--- src/hw/rtl/hltfp_pkg.sv ---
package hltfp_pkg;

    // Result kinds.
    typedef logic [1:0] kind_t;
    localparam kind_t KIND_BYTE  = 2'd0;
    localparam kind_t KIND_EMPTY = 2'd1;
    localparam kind_t KIND_BAD   = 2'd2;
    localparam kind_t KIND_LONG  = 2'd3;

    // Register indexes of the configuration port.
    typedef logic [1:0] cfg_index_t;
    localparam cfg_index_t CFG_FIRST_HEADER  = 2'd0;
    localparam cfg_index_t CFG_SECOND_HEADER = 2'd1;
    localparam cfg_index_t CFG_TAIL          = 2'd2;

    // Register reset values.
    localparam logic [7:0] FIRST_HEADER_RESET  = 8'h55;
    localparam logic [7:0] SECOND_HEADER_RESET = 8'h11;
    localparam logic [7:0] TAIL_RESET          = 8'hAA;

    // Parser phases, one-hot.
    typedef enum logic [6:0] {
        PH_HUNT1   = 7'b0000001,
        PH_HUNT2   = 7'b0000010,
        PH_LENGTH  = 7'b0000100,
        PH_DATA    = 7'b0001000,
        PH_TAIL    = 7'b0010000,
        PH_EMIT_RD = 7'b0100000,
        PH_EMIT_WR = 7'b1000000
    } phase_t;

endpackage

--- src/hw/rtl/header_length_tail_frame_parser.sv ---
// Channel   Direction  Handshake            Payload
// s_        in         s_valid / s_ready    s_rx_byte
// m_        out        m_valid / m_ready    m_kind, m_payload_byte, m_last
// cfg_      in         cfg_valid / cfg_ready cfg_index, cfg_wdata
//
// An input beat that causes no result, or one single result, is handled as it is taken.
// A nonempty frame with a good tail bursts its payload out of the store, each byte
// by a store read and then an output load; input beats wait meanwhile.
// Reset (aresetn low at a clock edge) returns the parser to header hunting and
// restores the register defaults; the payload store needs no clearing pass.
// A stalled output holds its beat; header and payload bytes are still taken,
// while length and tail bytes wait until the output register is free.
module header_length_tail_frame_parser #(
    parameter int PAYLOAD_DEPTH = 64
) (
    input  logic                    aclk,
    input  logic                    aresetn,
    input  logic                    s_valid,
    output logic                    s_ready,
    input  logic [7:0]              s_rx_byte,
    output logic                    m_valid,
    input  logic                    m_ready,
    output hltfp_pkg::kind_t        m_kind,
    output logic [7:0]              m_payload_byte,
    output logic                    m_last,
    input  logic                    cfg_valid,
    output logic                    cfg_ready,
    input  hltfp_pkg::cfg_index_t   cfg_index,
    input  logic [7:0]              cfg_wdata
);
    import hltfp_pkg::*;

    localparam int CW = $clog2(PAYLOAD_DEPTH + 1);
    localparam int AW = (PAYLOAD_DEPTH > 1) ? $clog2(PAYLOAD_DEPTH) : 1;

    // Configuration registers.
    logic [7:0] first_header_reg;
    logic [7:0] second_header_reg;
    logic [7:0] tail_reg;

    // Control state.
    phase_t       phase_reg, phase_next;
    logic [CW-1:0] length_reg, length_next;
    logic [CW-1:0] count_reg, count_next;
    logic [CW-1:0] count_inc;

    // Output register.
    logic       m_valid_reg, m_valid_next;
    kind_t      kind_reg, kind_next;
    logic [7:0] payload_reg, payload_next;
    logic       last_reg, last_next;
    logic       out_load;

    // Payload store.
    logic [7:0]    store_mem [PAYLOAD_DEPTH];
    logic [7:0]    rd_data_reg;
    logic [AW-1:0] mem_addr;
    logic          wr_en;
    logic          rd_en;

    logic s_fire;
    logic out_free;

    assign cfg_ready = 1'b1;

    // Register writes; an index beyond the list is ignored.
    always_ff @(posedge aclk) begin
        if (!aresetn) begin
            first_header_reg  <= FIRST_HEADER_RESET;
            second_header_reg <= SECOND_HEADER_RESET;
            tail_reg          <= TAIL_RESET;
        end else if (cfg_valid && cfg_ready) begin
            case (cfg_index)
                CFG_FIRST_HEADER:  first_header_reg  <= cfg_wdata;
                CFG_SECOND_HEADER: second_header_reg <= cfg_wdata;
                CFG_TAIL:          tail_reg          <= cfg_wdata;
                default: ;
            endcase
        end
    end

    assign out_free = !m_valid_reg || m_ready;
    assign s_fire   = s_valid && s_ready;
    assign count_inc = count_reg + 1'b1;
    assign mem_addr = count_reg[AW-1:0];

    // Bytes that can produce a result wait for a free output register.
    always_comb begin
        case (phase_reg)
            PH_HUNT1, PH_HUNT2, PH_DATA: s_ready = 1'b1;
            PH_LENGTH, PH_TAIL:          s_ready = out_free;
            default:                     s_ready = 1'b0;
        endcase
    end

    // Phase sequencing and result generation.
    always_comb begin
        phase_next   = phase_reg;
        length_next  = length_reg;
        count_next   = count_reg;
        m_valid_next = m_valid_reg && !m_ready;
        kind_next    = kind_reg;
        payload_next = payload_reg;
        last_next    = last_reg;
        out_load     = 1'b0;
        wr_en        = 1'b0;
        rd_en        = 1'b0;
        case (phase_reg)
            PH_HUNT1: begin
                if (s_fire && s_rx_byte == first_header_reg) begin
                    phase_next = PH_HUNT2;
                end
            end
            PH_HUNT2: begin
                if (s_fire) begin
                    phase_next = (s_rx_byte == second_header_reg) ? PH_LENGTH : PH_HUNT1;
                end
            end
            PH_LENGTH: begin
                if (s_fire) begin
                    if (s_rx_byte > 8'(PAYLOAD_DEPTH)) begin
                        out_load     = 1'b1;
                        kind_next    = KIND_LONG;
                        payload_next = 8'd0;
                        last_next    = 1'b1;
                        length_next  = '0;
                        count_next   = '0;
                        phase_next   = PH_HUNT1;
                    end else begin
                        length_next = s_rx_byte[CW-1:0];
                        count_next  = '0;
                        phase_next  = (s_rx_byte == 8'd0) ? PH_TAIL : PH_DATA;
                    end
                end
            end
            PH_DATA: begin
                if (s_fire) begin
                    wr_en      = 1'b1;
                    count_next = count_inc;
                    if (count_inc >= length_reg) begin
                        phase_next = PH_TAIL;
                    end
                end
            end
            PH_TAIL: begin
                if (s_fire) begin
                    count_next = '0;
                    if (s_rx_byte == tail_reg && length_reg != '0) begin
                        phase_next = PH_EMIT_RD;
                    end else begin
                        out_load     = 1'b1;
                        kind_next    = (s_rx_byte == tail_reg) ? KIND_EMPTY : KIND_BAD;
                        payload_next = 8'd0;
                        last_next    = 1'b1;
                        length_next  = '0;
                        phase_next   = PH_HUNT1;
                    end
                end
            end
            PH_EMIT_RD: begin
                rd_en      = 1'b1;
                phase_next = PH_EMIT_WR;
            end
            PH_EMIT_WR: begin
                if (out_free) begin
                    out_load     = 1'b1;
                    kind_next    = KIND_BYTE;
                    payload_next = rd_data_reg;
                    last_next    = (count_inc == length_reg);
                    if (count_inc == length_reg) begin
                        length_next = '0;
                        count_next  = '0;
                        phase_next  = PH_HUNT1;
                    end else begin
                        count_next = count_inc;
                        phase_next = PH_EMIT_RD;
                    end
                end
            end
            default: begin
                length_next = '0;
                count_next  = '0;
                phase_next  = PH_HUNT1;
            end
        endcase
        if (out_load) begin
            m_valid_next = 1'b1;
        end
    end

    // Control registers.
    always_ff @(posedge aclk) begin
        if (!aresetn) begin
            phase_reg   <= PH_HUNT1;
            length_reg  <= '0;
            count_reg   <= '0;
            m_valid_reg <= 1'b0;
        end else begin
            phase_reg   <= phase_next;
            length_reg  <= length_next;
            count_reg   <= count_next;
            m_valid_reg <= m_valid_next;
        end
    end

    // Output payload loads only with a new result.
    always_ff @(posedge aclk) begin
        if (out_load) begin
            kind_reg    <= kind_next;
            payload_reg <= payload_next;
            last_reg    <= last_next;
        end
    end

    // Store writes during the payload phase and reads during the burst;
    // the two never overlap, since input beats stall while bursting.
    always_ff @(posedge aclk) begin
        if (wr_en) begin
            store_mem[mem_addr] <= s_rx_byte;
        end
    end

    always_ff @(posedge aclk) begin
        if (rd_en) begin
            rd_data_reg <= store_mem[mem_addr];
        end
    end

    assign m_valid        = m_valid_reg;
    assign m_kind         = kind_reg;
    assign m_payload_byte = payload_reg;
    assign m_last         = last_reg;

endmodule

--- config.mk ---
export PLATFORM = sky130hd
export DESIGN_NAME = header_length_tail_frame_parser
export DESIGN_NICKNAME = d
export VERILOG_FILES = /design/src/hw/rtl/hltfp_pkg.sv /design/src/hw/rtl/header_length_tail_frame_parser.sv
export SDC_FILE = /design/constraint.sdc
export NUM_CORES = 1
export LEC_CHECK = 0
export ABC_AREA = 1
export BUFFER_PORTS_ARGS = -buffer_cell sky130_fd_sc_hd__buf_2
export CAP_MARGIN = 20
export CORE_ASPECT_RATIO = 1.5
export CORE_MARGIN = 3
export CORE_UTILIZATION = 61
export DETAILED_ROUTE_END_ITERATION = 6
export PLACE_DENSITY_LB_ADDON = 0.05
export SYNTH_ARGS = -nofsm -noshare
export SYNTH_HDL_FRONTEND = slang
export SYNTH_SLANG_ARGS = --single-unit
--- constraint.sdc ---
create_clock -name aclk -period 5.75 [get_ports aclk]
set_input_delay 1.15 -clock aclk [delete_from_list [all_inputs] [get_ports aclk]]
set_output_delay 1.15 -clock aclk [all_outputs]
set_load 0.02 [all_outputs]
==> results.yml <==
status:
  run_status: "completed"
routing:
  avgRoutedWirePerCell_um: 24.57
  top_routing_layer_in_use: "met5"
  route.detailed.drc: 0
  first_pass_iters: 6
  wl_met3_um: 4580
  wl_met2_um: 29850
  routed_wirelength_um: 60370
  post_drt_via_cell_ratio: 5.976
  drtAntennaViolNets: 0
  dr_total_vias: 14680
  detail_route.wirelength.met1_um: 22810
  detailedRoute.firstIterationViolations: 1525
setup_path:
  worst-path-max-fanout: 41
  setup.worst_path.start_class: "flop"
  crit_required_ns: 5.95
  critPathKind: "reg -> reg"
  setup.worst_path.end_class: "flop"
  timing.critical_path.arrival_ns: 3.62
logic_synthesis:
  netlist.area_leader.share: 0.6968
  synth_cell_types: 41
  synth.area.top_cells: "sky130_fd_sc_hd__edfxtp_1, sky130_fd_sc_hd__nand2_1, sky130_fd_sc_hd__dfxtp_1"
  main_synth_ff_type: "sky130_fd_sc_hd__edfxtp_1"
  ys_async_sr_fraction: 0
  synth_common_cells: "sky130_fd_sc_hd__nand2_1, sky130_fd_sc_hd__edfxtp_1, sky130_fd_sc_hd__nor2_1"
  netlist_area_um2: 22880
  post-synth-top-area-cell: "sky130_fd_sc_hd__edfxtp_1"
  yosysSeqAreaShare: 0.7370
  total_of_flip_flops_plus_latches_after_synthesis: 577
  syn_avg_cell_area_um2: 12.15
  synth_enable_flop_cells: 531
  synth_most_common_cell: "sky130_fd_sc_hd__nand2_1"
  synth_instances: 1883
  syn_nets: 1914
  synth_warnings: 0
finish:
  largest_reg_flops: 512
  design.final.nets: 1963
  fill_cells: 2724
  final_area_um2: 25230
  max_flop_register: "store_mem"
  flow.area_growth_from_synthesis_pct: 10.25
  post_route_cells_drive_above_1_share: 0.08722
floorplan:
  fp.dieArea_um2: 39920
  floorplan.initialDensity: 0.6200
  rows: 86
  die_height_um: 243.2
  io-pin-count: 37
  core_area_um2: 36910
  die_width_um: 164.1
timing:
  timing.final.hold_violations: 0
  timing_max_transition_violations_final: 0
  max_slew_margin: 0.2783
  finalSetupTns_ns: 0
  final_min_period_over_clock_period: 0.5933
  fin_worst_skew_ns: 0.01647
  setup_violations: 0
  achievable-frequency_ghz: 0.2931
  finalCriticalPeriod_ns: 3.411
  grt_setup_unrepaired: "false"
  tightestPinTransition_ns: 1.074
place:
  port_buffers: 35
  place_hpwl_um: 37840
  gp_congestion: 0.9246
  placement.cell_area_um2: 23490
clocking:
  cts-hold-fix-buffers: 0
  cts_buffers: 50
  post_cts.resized_instances: 0
  ctsLongestPathBuffers: 3
  clk_transition_reported_paths_ns: 0.07
  tritoncts: "done"
  clk-insertion-delay-late_ns: 0.58
  postCtsSetupRepairBufs: 0
  cts-root-buf: "sky130_fd_sc_hd__clkbuf_16"
  htree_levels: 2
  cts.sink_count: 577
power_and_ir_drop:
  design_power_total_mw: 9.861
  power_per_cell_area_nw_per_um2: 390.8
  max-vdd-ir-drop_uv: 246.6
  power.static_leakage_nw: 8.963
worst_hold_path:
  hold_class: "reg -> reg"
grt:
  globalRoute.totalOverflow: 0
  antenna_found_initial: 2
  grt.total_usage: 0.3051
  grt_max_degree: 68
  global_route_wire_length_before_repair_um: 88970
  first_global_vias: 14320
run:
  timing.max_cap.violations: 0
-- where the power goes --
group | switching (mW) | internal (mW)
clock network | 1.46 | 2.09
logic | 1.14 | 0.448
registers | 0.0654 | 4.66
-- placed cells by master (no fill, tap or decap), types with 6 or more instances in the layout --
cell,synthesis,layout
sky130_fd_sc_hd__a22oi_1,54,54
sky130_fd_sc_hd__edfxtp_1,531,531
sky130_fd_sc_hd__inv_2,12,12
sky130_fd_sc_hd__o211ai_1,7,7
sky130_fd_sc_hd__xor2_1,8,8
sky130_fd_sc_hd__clkbuf_16,0,51
sky130_fd_sc_hd__ha_1,8,8
sky130_fd_sc_hd__clkinv_1,2,10
sky130_fd_sc_hd__nor2_2,6,6
sky130_fd_sc_hd__nor3_1,9,8
sky130_fd_sc_hd__dfxtp_1,46,46
sky130_fd_sc_hd__nor2_1,184,184
sky130_fd_sc_hd__o2bb2ai_1,6,6
sky130_fd_sc_hd__inv_1,86,86
sky130_fd_sc_hd__nand3_1,80,80
sky130_fd_sc_hd__buf_2,32,35
sky130_fd_sc_hd__bufinv_16,0,10
sky130_fd_sc_hd__nand2_1,578,578
sky130_fd_sc_hd__o21ai_1,23,23
sky130_fd_sc_hd__a21oi_1,21,21
sky130_fd_sc_hd__buf_4,7,23
sky130_fd_sc_hd__nand4_1,77,77
sky130_fd_sc_hd__xnor2_1,7,7
sky130_fd_sc_hd__clkinv_2,0,10
sky130_fd_sc_hd__clkbuf_1,12,8
sky130_fd_sc_hd__o21ai_0,50,50
-- routing by layer --
metal	up-vias	track usage
met5	-	0
met4	2	0.1377
li1	6698	-
met1	7072	0.4014
met2	750	0.5039
met3	160	0.04610
-- cell type report --
class | count | area [um^2] | area share
sequential | 577 | 16870 | 0.6685
multi-input combinational | 1144 | 5294 | 0.2098
clock buffer | 60 | 1320 | 0.05232
tap | 484 | 605.6 | 0.02400
clock inverter | 32 | 411.6 | 0.01632
inverter | 100 | 375.4 | 0.01488
timing repair buffer | 59 | 355.3 | 0.01408
antenna | 1 | 2.502 | 0.00009918
-- cell families (layout without fill, tap and decap cells) --
group,count (synthesis),in the layout,share of synthesized area
xor gates and xnor gates,15,15,0.005741
other,1,2,0.0001639
buffers and inverters,162,251,0.03215
AOI/OAI and AO/OA,166,166,0.04522
DFF,577,577,0.7370
and+or+nand+nor,954,954,0.1753
adders and majority gates,8,8,0.004374
-- through the flow --
| step | hold WS [ns] | cells | worst slack, ns | utilization |
|---|---|---|---|---|
| 6_report | 0.4763 | 2457 | 2.339 | 0.6836 |
| 5_1_grt | 0.5010 | 2456 | 2.204 | 0.6835 |
| 4_1_cts | 0.4796 | 2455 | 2.389 | 0.6833 |
| 3_5_place_dp | 0.4686 | 2363 | 2.246 | 0.6364 |
| 3_3_place_gp | 0.4550 | 2363 | 2.304 | 0.6364 |
| 2_1_floorplan | 0.4435 | 1883 | 3.096 | - |
-- critical path: stages (launching register included) --
cell and delay (ns):
sky130_fd_sc_hd__dfxtp_1 0.73, sky130_fd_sc_hd__nand3_2 0.21, sky130_fd_sc_hd__inv_2 0.64, sky130_fd_sc_hd__nand2_1 0.70
sky130_fd_sc_hd__nor2_1 0.73
-- worst paths after layout --
path | start | to | slack (ns) | cells past startpoint
setup / recovery | count_reg[0] | store_mem[3][2] | 2.34 | 4
hold / removal | first_header_reg[1] | first_header_reg[1] | 0.48 | 2
setup reg to reg | count_reg[0] | store_mem[3][2] | 2.34 | 4
hold reg to reg | first_header_reg[1] | first_header_reg[1] | 0.48 | 2
Note: power is estimated with default switching activity, not from simulation.
